File: config.mk
export PLATFORM = sky130hd
export DESIGN_NAME = tick_driven_cpu_scheduler_core_flat
export DESIGN_NICKNAME = d
export VERILOG_FILES = /design/src/rtl/tdcs_pkg.sv /design/src/rtl/tdcs_if.sv /design/src/rtl/tick_driven_cpu_scheduler_core.sv /design/src/rtl/tdcs_ctrl.sv /design/src/rtl/tdcs_dp.sv /design/src/flat_wrapper.sv
export SDC_FILE = /design/constraint.sdc
export NUM_CORES = 2
export LEC_CHECK = 0
export BUFFER_PORTS_ARGS = -buffer_cell sky130_fd_sc_hd__clkbuf_2
export CAP_MARGIN = 10
export CORE_ASPECT_RATIO = 1.5
export CORE_MARGIN = 10
export CORE_UTILIZATION = 35
export CTS_CLUSTER_DIAMETER = 80
export DETAILED_ROUTE_END_ITERATION = 10
export PLACE_DENSITY = 0.5
export SLEW_MARGIN = 20
export SYNTH_ARGS = -nofsm -noshare
export SYNTH_HDL_FRONTEND = slang
export SYNTH_SLANG_ARGS = --single-unit
File: constraint.sdc
create_clock -name clk_i -period 11.05 [get_ports clk_i]
set_input_delay 2.7625 -clock clk_i [delete_from_list [all_inputs] [get_ports clk_i]]
set_output_delay 2.7625 -clock clk_i [all_outputs]
set_load 0.01 [all_outputs]
File: src/rtl/tdcs_pkg.sv
`timescale 1ns / 1ps
package tdcs_pkg;

  localparam int SLOTS_DEF = 16;
  localparam int TW = 13;
  localparam logic [TW-1:0] TIME_MAX = '1;

  localparam logic [2:0] POL_FCFS   = 3'd0;
  localparam logic [2:0] POL_SJF_NP = 3'd1;
  localparam logic [2:0] POL_SJF_P  = 3'd2;
  localparam logic [2:0] POL_PRI_NP = 3'd3;
  localparam logic [2:0] POL_PRI_P  = 3'd4;
  localparam logic [2:0] POL_RR     = 3'd5;

  localparam logic [1:0] REG_POLICY  = 2'd0;
  localparam logic [1:0] REG_QUANTUM = 2'd1;
  localparam logic [1:0] REG_COUNT   = 2'd2;

  localparam logic [2:0] POLICY_RST  = POL_FCFS;
  localparam logic [7:0] QUANTUM_RST = 8'd2;
  localparam logic [4:0] COUNT_RST   = 5'd5;

  localparam logic CMD_LOAD = 1'b0;
  localparam logic CMD_TICK = 1'b1;

  typedef struct packed {
    logic load;
    logic tick_start;
    logic arr_step;
    logic preempt;
    logic sel_step;
    logic take;
    logic exec;
  } tdcs_cmd_t;

  typedef struct packed {
    logic arr_last;
    logic sel_last;
  } tdcs_stat_t;

  typedef struct packed {
    logic [3:0]    ran_slot;
    logic          idle;
    logic          finished;
    logic [TW-1:0] turnaround;
    logic [TW-1:0] waiting;
    logic          all_done;
    logic [TW-1:0] time_now;
  } tdcs_res_t;

endpackage

File: src/rtl/tdcs_if.sv
`timescale 1ns / 1ps
interface tdcs_in_if;
  logic       valid;
  logic       ready;
  logic       cmd;
  logic [3:0] slot;
  logic [7:0] arrival;
  logic [7:0] burst;
  logic [3:0] prio;
  modport source (output valid, cmd, slot, arrival, burst, prio, input ready);
  modport sink (input valid, cmd, slot, arrival, burst, prio, output ready);
endinterface

interface tdcs_out_if;
  logic        valid;
  logic        ready;
  logic [3:0]  ran_slot;
  logic        idle;
  logic        finished;
  logic [12:0] turnaround;
  logic [12:0] waiting;
  logic        all_done;
  logic [12:0] time_now;
  modport source (output valid, ran_slot, idle, finished, turnaround, waiting, all_done,
                  time_now, input ready);
  modport sink (input valid, ran_slot, idle, finished, turnaround, waiting, all_done,
                time_now, output ready);
endinterface

File: src/rtl/tick_driven_cpu_scheduler_core.sv
`timescale 1ns / 1ps
// Channel | Dir | Fields                                             | Transfer
// in_i    | in  | cmd, slot, arrival, burst, prio                    | valid & ready
// out_o   | out | ran_slot, idle, finished, turnaround, waiting,     | valid & ready
//         |     | all_done, time_now                                 |
// APB     | in  | policy @0x0, quantum @0x4, process_count @0x8      | psel&penable&pwrite
// A load goes straight to its result state; a tick sweeps the counted slots for arrivals,
// then checks preemption, sweeps the ready queue for selection, takes, executes and publishes.
// The next item is taken while a finished result waits in the output register.
// Reset is asynchronous, active low; tables hold garbage until loaded.
module tick_driven_cpu_scheduler_core import tdcs_pkg::*; #(
  parameter int SLOTS = SLOTS_DEF
) (
  input  logic        clk_i,
  input  logic        rst_ni,
  tdcs_in_if.sink     in_i,
  tdcs_out_if.source  out_o,
  input  logic        psel,
  input  logic        penable,
  input  logic        pwrite,
  input  logic [3:0]  paddr,
  input  logic [31:0] pwdata,
  output logic [31:0] prdata,
  output logic        pready
);

  logic [2:0] policy_q;
  logic [7:0] quantum_q;
  logic [4:0] count_q;
  logic       out_valid_q;
  tdcs_res_t  out_q, res;
  tdcs_cmd_t  cmd;
  tdcs_stat_t stat;
  logic       publish, out_free, wr;

  assign pready   = 1'b1;
  assign wr       = psel && penable && pwrite;
  assign out_free = !out_valid_q || out_o.ready;

  always_comb begin
    case (paddr[3:2])
      REG_POLICY:  prdata = {29'd0, policy_q};
      REG_QUANTUM: prdata = {24'd0, quantum_q};
      REG_COUNT:   prdata = {27'd0, count_q};
      default:     prdata = '0;
    endcase
  end

  always_ff @(posedge clk_i or negedge rst_ni) begin
    if (!rst_ni) begin
      policy_q <= POLICY_RST;
      quantum_q <= QUANTUM_RST;
      count_q <= COUNT_RST;
    end else if (wr) begin
      case (paddr[3:2])
        REG_POLICY:  policy_q <= pwdata[2:0];
        REG_QUANTUM: quantum_q <= pwdata[7:0];
        REG_COUNT:   count_q <= pwdata[4:0];
        default: ;
      endcase
    end
  end

  always_ff @(posedge clk_i or negedge rst_ni) begin
    if (!rst_ni) begin
      out_valid_q <= 1'b0;
    end else if (publish) begin
      out_valid_q <= 1'b1;
    end else if (out_o.ready) begin
      out_valid_q <= 1'b0;
    end
  end

  always_ff @(posedge clk_i) begin
    if (publish) out_q <= res;
  end

  assign out_o.valid      = out_valid_q;
  assign out_o.ran_slot   = out_q.ran_slot;
  assign out_o.idle       = out_q.idle;
  assign out_o.finished   = out_q.finished;
  assign out_o.turnaround = out_q.turnaround;
  assign out_o.waiting    = out_q.waiting;
  assign out_o.all_done   = out_q.all_done;
  assign out_o.time_now   = out_q.time_now;

  tdcs_ctrl u_ctrl (
    .clk_i      (clk_i),
    .rst_ni     (rst_ni),
    .in_valid_i (in_i.valid),
    .in_cmd_i   (in_i.cmd),
    .out_free_i (out_free),
    .stat_i     (stat),
    .in_ready_o (in_i.ready),
    .publish_o  (publish),
    .cmd_o      (cmd)
  );

  tdcs_dp #(.SLOTS(SLOTS)) u_dp (
    .clk_i     (clk_i),
    .rst_ni    (rst_ni),
    .cmd_i     (cmd),
    .slot_i    (in_i.slot),
    .arrival_i (in_i.arrival),
    .burst_i   (in_i.burst),
    .prio_i    (in_i.prio),
    .policy_i  (policy_q),
    .quantum_i (quantum_q),
    .count_i   (count_q),
    .stat_o    (stat),
    .res_o     (res)
  );

endmodule

File: src/rtl/tdcs_ctrl.sv
`timescale 1ns / 1ps
module tdcs_ctrl import tdcs_pkg::*; (
  input  logic       clk_i,
  input  logic       rst_ni,
  input  logic       in_valid_i,
  input  logic       in_cmd_i,
  input  logic       out_free_i,
  input  tdcs_stat_t stat_i,
  output logic       in_ready_o,
  output logic       publish_o,
  output tdcs_cmd_t  cmd_o
);

  typedef enum logic [2:0] {
    ST_IDLE, ST_ARRIVE, ST_PREEMPT, ST_SELECT, ST_TAKE, ST_EXEC, ST_RESULT
  } state_e;

  state_e state_q;
  logic   acc;

  assign in_ready_o = (state_q == ST_IDLE);
  assign acc        = in_valid_i && in_ready_o;
  assign publish_o  = (state_q == ST_RESULT) && out_free_i;

  always_comb begin
    cmd_o            = '0;
    cmd_o.load       = acc && (in_cmd_i == CMD_LOAD);
    cmd_o.tick_start = acc && (in_cmd_i == CMD_TICK);
    cmd_o.arr_step   = (state_q == ST_ARRIVE);
    cmd_o.preempt    = (state_q == ST_PREEMPT);
    cmd_o.sel_step   = (state_q == ST_SELECT);
    cmd_o.take       = (state_q == ST_TAKE);
    cmd_o.exec       = (state_q == ST_EXEC);
  end

  always_ff @(posedge clk_i or negedge rst_ni) begin
    if (!rst_ni) begin
      state_q <= ST_IDLE;
    end else begin
      case (state_q)
        ST_IDLE: begin
          if (acc) state_q <= (in_cmd_i == CMD_LOAD) ? ST_RESULT : ST_ARRIVE;
        end
        ST_ARRIVE: begin
          if (stat_i.arr_last) state_q <= ST_PREEMPT;
        end
        ST_PREEMPT: state_q <= ST_SELECT;
        ST_SELECT: begin
          if (stat_i.sel_last) state_q <= ST_TAKE;
        end
        ST_TAKE: state_q <= ST_EXEC;
        ST_EXEC: state_q <= ST_RESULT;
        ST_RESULT: begin
          if (out_free_i) state_q <= ST_IDLE;
        end
        default: state_q <= ST_IDLE;
      endcase
    end
  end

endmodule

File: src/rtl/tdcs_dp.sv
`timescale 1ns / 1ps
module tdcs_dp import tdcs_pkg::*; #(
  parameter int SLOTS = SLOTS_DEF
) (
  input  logic       clk_i,
  input  logic       rst_ni,
  input  tdcs_cmd_t  cmd_i,
  input  logic [3:0] slot_i,
  input  logic [7:0] arrival_i,
  input  logic [7:0] burst_i,
  input  logic [3:0] prio_i,
  input  logic [2:0] policy_i,
  input  logic [7:0] quantum_i,
  input  logic [4:0] count_i,
  output tdcs_stat_t stat_o,
  output tdcs_res_t  res_o
);

  localparam int SW = (SLOTS > 1) ? $clog2(SLOTS) : 1;
  localparam int CW = $clog2(SLOTS + 1);

  logic [7:0]    arr_q   [SLOTS];
  logic [7:0]    burst_q [SLOTS];
  logic [3:0]    prio_q  [SLOTS];
  logic [7:0]    rem_q   [SLOTS];
  logic [SW-1:0] order_q [SLOTS];
  logic [SLOTS-1:0] done_q, inq_q;
  logic [CW-1:0] qcnt_q, idx_q, best_pos_q;
  logic [7:0]    best_key_q, slice_q;
  logic          cur_valid_q, run_valid_q;
  logic [SW-1:0] cur_q, run_q;
  logic [TW-1:0] time_q;
  logic [3:0]    r_ran_q;
  logic          r_idle_q, r_fin_q;
  logic [TW-1:0] r_tat_q, r_wt_q, r_time_q;

  logic [2:0]    pol;
  logic          pre, rr;
  logic [CW-1:0] n;
  logic [SW-1:0] ii, push_slot, pick_slot, ld_slot;
  logic          ld_ok, arr_hit, pre_push, push_ok, take_np, exec_rm, rm_en;
  logic [7:0]    key, rem_new;
  logic          fin;
  logic [TW-1:0] tnext, tat, wt;
  logic [SLOTS-1:0] mask;

  always_comb begin
    pol = (policy_i > POL_RR) ? POL_FCFS : policy_i;
    pre = (pol == POL_SJF_P) || (pol == POL_PRI_P);
    rr  = (pol == POL_RR);
    n   = (int'(count_i) > SLOTS) ? CW'(SLOTS) : CW'(count_i);
    ii  = idx_q[SW-1:0];
    ld_slot = SW'(slot_i);
    ld_ok   = int'(slot_i) < SLOTS;
    pick_slot = order_q[best_pos_q[SW-1:0]];
    arr_hit = cmd_i.arr_step && (idx_q < n) && !done_q[ii] &&
              ({5'd0, arr_q[ii]} == time_q);
    pre_push = cmd_i.preempt && cur_valid_q && (pre || (rr && slice_q == 8'd0));
    push_slot = cmd_i.preempt ? cur_q : ii;
    push_ok = (arr_hit || pre_push) && (int'(qcnt_q) < SLOTS) && !inq_q[push_slot] &&
              !(arr_hit && cur_valid_q && cur_q == ii);
    take_np = cmd_i.take && !pre && !cur_valid_q && (qcnt_q != '0);
    rem_new = (rem_q[run_q] != 8'd0) ? rem_q[run_q] - 8'd1 : 8'd0;
    fin     = (rem_new == 8'd0);
    exec_rm = cmd_i.exec && run_valid_q && fin && pre;
    rm_en   = take_np || exec_rm;
    case (pol)
      POL_SJF_NP: key = burst_q[order_q[ii]];
      POL_SJF_P:  key = rem_q[order_q[ii]];
      POL_PRI_NP, POL_PRI_P: key = {4'd0, prio_q[order_q[ii]]};
      default:    key = 8'd0;
    endcase
    tnext = (time_q < TIME_MAX) ? time_q + 1'b1 : TIME_MAX;
    tat   = (tnext > {5'd0, arr_q[run_q]}) ? tnext - {5'd0, arr_q[run_q]} : '0;
    wt    = (tat > {5'd0, burst_q[run_q]}) ? tat - {5'd0, burst_q[run_q]} : '0;
    for (int i = 0; i < SLOTS; i++) mask[i] = (i < int'(n));
  end

  assign stat_o.arr_last = ({1'b0, idx_q} + 1'b1) >= {1'b0, n};
  assign stat_o.sel_last = ({1'b0, idx_q} + 1'b1) >= {1'b0, qcnt_q};

  assign res_o.ran_slot   = r_ran_q;
  assign res_o.idle       = r_idle_q;
  assign res_o.finished   = r_fin_q;
  assign res_o.turnaround = r_tat_q;
  assign res_o.waiting    = r_wt_q;
  assign res_o.time_now   = r_time_q;
  assign res_o.all_done   = &(done_q | ~mask);

  always_ff @(posedge clk_i) begin
    if (cmd_i.load) begin
      if (ld_ok) begin
        arr_q[ld_slot]   <= arrival_i;
        burst_q[ld_slot] <= burst_i;
        prio_q[ld_slot]  <= prio_i;
      end
      for (int i = 0; i < SLOTS; i++) begin
        rem_q[i] <= (ld_ok && ld_slot == SW'(i)) ? burst_i : burst_q[i];
      end
    end else begin
      if (push_ok) order_q[qcnt_q[SW-1:0]] <= push_slot;
      if (rm_en) begin
        for (int j = 0; j < SLOTS - 1; j++) begin
          if (j >= int'(best_pos_q)) order_q[j] <= order_q[j+1];
        end
      end
      if (cmd_i.exec && run_valid_q) rem_q[run_q] <= rem_new;
    end
  end

  always_ff @(posedge clk_i or negedge rst_ni) begin
    if (!rst_ni) begin
      done_q <= '0;
      inq_q <= '0;
      qcnt_q <= '0;
      idx_q <= '0;
      best_pos_q <= '0;
      best_key_q <= '0;
      slice_q <= '0;
      cur_valid_q <= 1'b0;
      run_valid_q <= 1'b0;
      cur_q <= '0;
      run_q <= '0;
      time_q <= '0;
      r_ran_q <= '0;
      r_idle_q <= 1'b1;
      r_fin_q <= 1'b0;
      r_tat_q <= '0;
      r_wt_q <= '0;
      r_time_q <= '0;
    end else if (cmd_i.load) begin
      done_q <= '0;
      inq_q <= '0;
      qcnt_q <= '0;
      slice_q <= '0;
      cur_valid_q <= 1'b0;
      cur_q <= '0;
      time_q <= '0;
      r_ran_q <= '0;
      r_idle_q <= 1'b1;
      r_fin_q <= 1'b0;
      r_tat_q <= '0;
      r_wt_q <= '0;
      r_time_q <= '0;
    end else begin
      if (cmd_i.tick_start || cmd_i.preempt) idx_q <= '0;
      if (cmd_i.arr_step) idx_q <= idx_q + 1'b1;
      if (pre_push) cur_valid_q <= 1'b0;
      if (push_ok) begin
        qcnt_q <= qcnt_q + 1'b1;
        inq_q[push_slot] <= 1'b1;
      end
      if (rm_en) begin
        qcnt_q <= qcnt_q - 1'b1;
        inq_q[pick_slot] <= 1'b0;
      end
      if (cmd_i.sel_step && (idx_q < qcnt_q)) begin
        if (idx_q == '0 || key < best_key_q) begin
          best_pos_q <= idx_q;
          best_key_q <= key;
        end
        idx_q <= idx_q + 1'b1;
      end
      if (cmd_i.take) begin
        if (pre) begin
          run_valid_q <= (qcnt_q != '0);
          run_q <= pick_slot;
        end else if (take_np) begin
          cur_q <= pick_slot;
          cur_valid_q <= 1'b1;
          slice_q <= (quantum_i != 8'd0) ? quantum_i : 8'd1;
          run_valid_q <= 1'b1;
          run_q <= pick_slot;
        end else begin
          run_valid_q <= cur_valid_q;
          run_q <= cur_q;
        end
      end
      if (cmd_i.exec) begin
        time_q <= tnext;
        r_time_q <= tnext;
        r_ran_q <= run_valid_q ? 4'(run_q) : 4'd0;
        r_idle_q <= !run_valid_q;
        r_fin_q <= run_valid_q && fin;
        r_tat_q <= (run_valid_q && fin) ? tat : '0;
        r_wt_q <= (run_valid_q && fin) ? wt : '0;
        if (run_valid_q) begin
          if (slice_q != 8'd0) slice_q <= slice_q - 8'd1;
          if (fin) begin
            done_q[run_q] <= 1'b1;
            if (cur_valid_q && cur_q == run_q) cur_valid_q <= 1'b0;
          end
        end
      end
    end
  end

  assert property (@(posedge clk_i) disable iff (!rst_ni) int'(qcnt_q) <= SLOTS)
    else $error("queue count overflow");
  assert property (@(posedge clk_i) disable iff (!rst_ni) $countones(inq_q) == int'(qcnt_q))
    else $error("queued flags disagree with queue count");
  assert property (@(posedge clk_i) disable iff (!rst_ni) !(cur_valid_q && inq_q[cur_q]))
    else $error("running slot also queued");
  assert property (@(posedge clk_i) disable iff (!rst_ni)
    cmd_i.exec |=> (r_fin_q |-> !r_idle_q))
    else $error("finish reported on idle unit");

endmodule

File: src/flat_wrapper.sv
// flat-port wrapper written by rule: the top's interface ports become plain ports
module tick_driven_cpu_scheduler_core_flat import tdcs_pkg::*;
#(
  parameter int SLOTS = SLOTS_DEF
)
  (clk_i, rst_ni, psel, penable, pwrite, paddr, pwdata, prdata, pready, in_i_valid, in_i_cmd, in_i_slot, in_i_arrival, in_i_burst, in_i_prio, in_i_ready, out_o_valid, out_o_ran_slot, out_o_idle, out_o_finished, out_o_turnaround, out_o_waiting, out_o_all_done, out_o_time_now, out_o_ready);
  tdcs_in_if in_i_i ();
  tdcs_out_if out_o_i ();
  input  logic clk_i;
  input  logic rst_ni;
  input  logic psel;
  input  logic penable;
  input  logic pwrite;
  input  logic [3:0] paddr;
  input  logic [31:0] pwdata;
  output logic [31:0] prdata;
  output logic pready;
  input wire logic [$bits(in_i_i.valid)-1:0] in_i_valid;
  input wire logic [$bits(in_i_i.cmd)-1:0] in_i_cmd;
  input wire logic [$bits(in_i_i.slot)-1:0] in_i_slot;
  input wire logic [$bits(in_i_i.arrival)-1:0] in_i_arrival;
  input wire logic [$bits(in_i_i.burst)-1:0] in_i_burst;
  input wire logic [$bits(in_i_i.prio)-1:0] in_i_prio;
  output wire logic [$bits(in_i_i.ready)-1:0] in_i_ready;
  output wire logic [$bits(out_o_i.valid)-1:0] out_o_valid;
  output wire logic [$bits(out_o_i.ran_slot)-1:0] out_o_ran_slot;
  output wire logic [$bits(out_o_i.idle)-1:0] out_o_idle;
  output wire logic [$bits(out_o_i.finished)-1:0] out_o_finished;
  output wire logic [$bits(out_o_i.turnaround)-1:0] out_o_turnaround;
  output wire logic [$bits(out_o_i.waiting)-1:0] out_o_waiting;
  output wire logic [$bits(out_o_i.all_done)-1:0] out_o_all_done;
  output wire logic [$bits(out_o_i.time_now)-1:0] out_o_time_now;
  input wire logic [$bits(out_o_i.ready)-1:0] out_o_ready;
  assign in_i_i.valid = in_i_valid;
  assign in_i_i.cmd = in_i_cmd;
  assign in_i_i.slot = in_i_slot;
  assign in_i_i.arrival = in_i_arrival;
  assign in_i_i.burst = in_i_burst;
  assign in_i_i.prio = in_i_prio;
  assign in_i_ready = in_i_i.ready;
  assign out_o_valid = out_o_i.valid;
  assign out_o_ran_slot = out_o_i.ran_slot;
  assign out_o_idle = out_o_i.idle;
  assign out_o_finished = out_o_i.finished;
  assign out_o_turnaround = out_o_i.turnaround;
  assign out_o_waiting = out_o_i.waiting;
  assign out_o_all_done = out_o_i.all_done;
  assign out_o_time_now = out_o_i.time_now;
  assign out_o_i.ready = out_o_ready;
  tick_driven_cpu_scheduler_core #(.SLOTS(SLOTS)) u_core (.clk_i(clk_i), .rst_ni(rst_ni), .in_i(in_i_i), .out_o(out_o_i), .psel(psel), .penable(penable), .pwrite(pwrite), .paddr(paddr), .pwdata(pwdata), .prdata(prdata), .pready(pready));
endmodule
==> results_dict.tcl <==
set metrics [dict create \
    outcome "completed" \
    yosysWarnings 0 \
    p_comb_share_pct 48.9 \
    core_um2 108000 \
    leakage_nw 15.8 \
    synth_edf_count 558 \
    ctsHoldBuffers 0 \
    period_minus_slack_ps 7340 \
    wl_per_cell_um 27.1 \
    grt_pass1_wl_um 185000 \
    die-area_um2 123000 \
    p_sw_share_pct 42.5 \
    highest_layer "met5" \
    grt_max_degree 145 \
    worstSkewPairLatency_ps 660 \
    switchingPower_mw 5.06 \
    total_power_mw 11.9 \
    p_seq_share_pct 29.1 \
    routedLengthMet1_um 46700 \
    avgViaCountPerCell 5.70 \
    path_class "reg2reg" \
    vias 26700 \
    async_flop_share_pct 19.8 \
    cts_tree "yes" \
    drt_iter0_drc 2126 \
    syn_inst 3174 \
    cts_sinks 696 \
    path_max_fanout 66 \
    drt-total-wl_um 127000 \
    grt_remaining_overflow 0 \
    drtAntennaViolNets 0 \
    finalSetupViolations 0 \
    ys_ff_latch 696 \
    cp-start-kind "flop" \
    diodes 0 \
    post-cts-setup-buffer-count 0 \
    rrSetupSlack_ps 3710 \
    power_density_nw_per_um2 279 \
    cap_violations 0 \
    port_buffers 97 \
    fp.dieW_um 290 \
    grt_pass1_vias 27000 \
    die_h_um 424 \
    antenna_found_initial 6 \
    mostFrequentLayoutCells "558 x edfxtp_1, 533 x nand2_1, 193 x mux4_2" \
    ys.flop_type "edfxtp_1" \
    rsz0062_at_grt "false" \
    fin_crit_sh_pct 66.4 \
    io_pins 149 \
    layout.nets 3318 \
    post_cts_resized 0 \
    root_buffer "clkbuf_16" \
    area.growth.synth_to_final_pct 11.8 \
    num_rows 148 \
    endpoint_kind "flop" \
    critPathArrivalTime_ps 7870 \
    yosysUniqueCellTypes 84 \
    cts_buffers 74 \
    initial_utilization_pct 35.2 \
    route.met3.wl_um 5900 \
    fin_skew_ps 31.4 \
    power.internal_mw 6.86 \
    place_congestion 0.882 \
    dpl.hpwl_um 89000 \
    p_clk_share_pct 22.0 \
    layout_commonest_cell "edfxtp_1" \
    finalSetupTns_ps 0 \
    wl_met2_um 68400 \
    drv_slew 0 \
    globalRouteTotalUtil_pct 20.3 \
    seq_area_frac_synth_pct 53.0 \
    max_clock_freq_mhz 136 \
    worst_slew_pin_slew_ps 1170 \
    clk_path_buf_depth 3 \
    max-slew-margin-rel_pct 21.4 \
    cp_data_required_time_ps 11570 \
    avgSynthCellArea_um2 12.0 \
    hold_viol 0 \
    peakVddDrop_v 0.000201 \
    clk_pin_slew_worst_paths_ps 60 \
    drive_gt1_share_pct 21.1 \
    drc 0 \
    ctsHtreeMaxLevel 3 \
    syn_area_um2 38200 \
    drtPass1Iterations 6 \
    fillers 10400 \
    hp-class "reg2reg" \
]
-- sequential cells by signal, indices dropped and copies added, names as in the netlist, 16 cells and up --
signal               flops
u_core.u_dp.prio_q      64
u_core.u_dp.burst_q    128
u_core.u_dp.done_q      16
u_core.u_dp.arr_q      128
u_core.u_dp.rem_q      128
u_core.u_dp.order_q     64
u_core.u_dp.inq_q       16
-- worst max-delay path: stages, from the launching register on --
cell	delay, ps
dfrtp_4	700
mux4_2	600
mux2i_1	510
mux2_4	880
buf_4	620
nand2_1	90
and3_1	180
a311oi_1	490
a311oi_1	100
a31oi_1	180
a22o_1	310
ha_1	300
a21o_1	190
a21o_1	170
a21oi_1	180
and2_1	160
o21ai_0	100
a31oi_2	900
mux2_2	420
-- routing by layer --
| metal | vias up | global-route usage [%] |
|---|---|---|
| met4 | 8 | 9.56 |
| met2 | 829 | 37.6 |
| met5 | - | 0 |
| met3 | 247 | 2.48 |
| li1 | 12000 | - |
| met1 | 13600 | 22.7 |
-- worst paths after layout --
kind	from	end	depth (start not counted)
min in group asynchronous	rst_ni	u_core.u_dp.r_wt_q[2]	1
setup reg to reg	u_core.u_dp.idx_q[0]	u_core.u_dp.best_key_q[4]	18
max in group asynchronous	rst_ni	u_core.u_dp.run_q[1]	2
hold reg to reg	u_core.u_dp.r_tat_q[3]	u_core.out_o.turnaround[3]	0
hold / removal	u_core.u_dp.r_tat_q[3]	u_core.out_o.turnaround[3]	0
setup / recovery	u_core.u_dp.idx_q[0]	u_core.u_dp.best_key_q[4]	18
-- synth_stat cells (12+ instances only) --
master	count	area [um^2]
and2_1	23	144
mux2_2	143	1610
buf_1	24	90.1
o21ai_0	151	756
a21o_1	17	128
a21oi_1	118	591
nor3_1	34	170
mux4_2	194	4370
ha_1	51	638
a22oi_1	24	180
a22o_1	38	333
a31oi_1	46	288
dfrtp_1	134	3350
a32oi_1	22	193
nand2_1	533	2000
nor2_1	174	653
mux2i_1	118	1180
xnor2_1	27	236
nand4_1	15	93.8
and3_1	50	313
clkbuf_1	179	672
buf_4	26	195
nor2b_1	26	163
edfxtp_1	558	16800
nand2b_1	23	144
a311oi_1	17	149
xor2_1	20	175
nor4_1	13	81.3
inv_1	61	229
nand3_1	130	651
a211oi_1	12	90.1
-- final cells by class --
cell class	count	area, um^2	share of cell area, %
inverter	63	236	0.554
sequential	696	20200	47.4
tap	1425	1780	4.18
multi-input combinational	2194	16900	39.6
timing repair buffer	168	1060	2.48
clock inverter	36	400	0.938
clock buffer	97	2080	4.88
-- stage by stage --
| stage | area [um^2] | util, % | setup WS, ps | instances | hold WS (ps) |
|---|---|---|---|---|---|
| floorplan | 38300 | - | 3930 | 3197 | 423 |
| global placement | 40200 | 37.1 | 3810 | 4545 | 434 |
| detailed placement | 40200 | 37.1 | 3820 | 4546 | 433 |
| CTS | 42700 | 39.4 | 3790 | 4679 | 449 |
| global route | 42700 | 39.4 | 3400 | 4679 | 457 |
| finish | 42700 | 39.4 | 3710 | 4679 | 445 |
-- power groups by stage --
stage               Combinational, mW  Sequential [mW]  Clock, mW
global route                     6.32             3.51       2.76
finish                           5.83             3.47       2.62
floorplan                        4.12             3.33          0
detailed placement               5.81             3.53          0
global placement                 5.78             3.52          0
CTS                              5.83             3.47       2.66
-- cell families (layout without fill, tap and decap cells) --
| logic type | count (synthesis) | in the layout | share of synthesized area (%) |
|---|---|---|---|
| and+or+nand+nor | 1072 | 1072 | 12.7 |
| DFF | 696 | 696 | 53.0 |
| AOI/OAI and AO/OA | 529 | 529 | 8.90 |
| muxes | 468 | 468 | 19.2 |
| buffers and inverters | 307 | 364 | 3.39 |
| adders and majority gates | 53 | 53 | 1.78 |
| xor gates and xnor gates | 47 | 47 | 1.08 |
| other | 2 | 25 | 0.0197 |
Power figures use the tool's default switching activity.
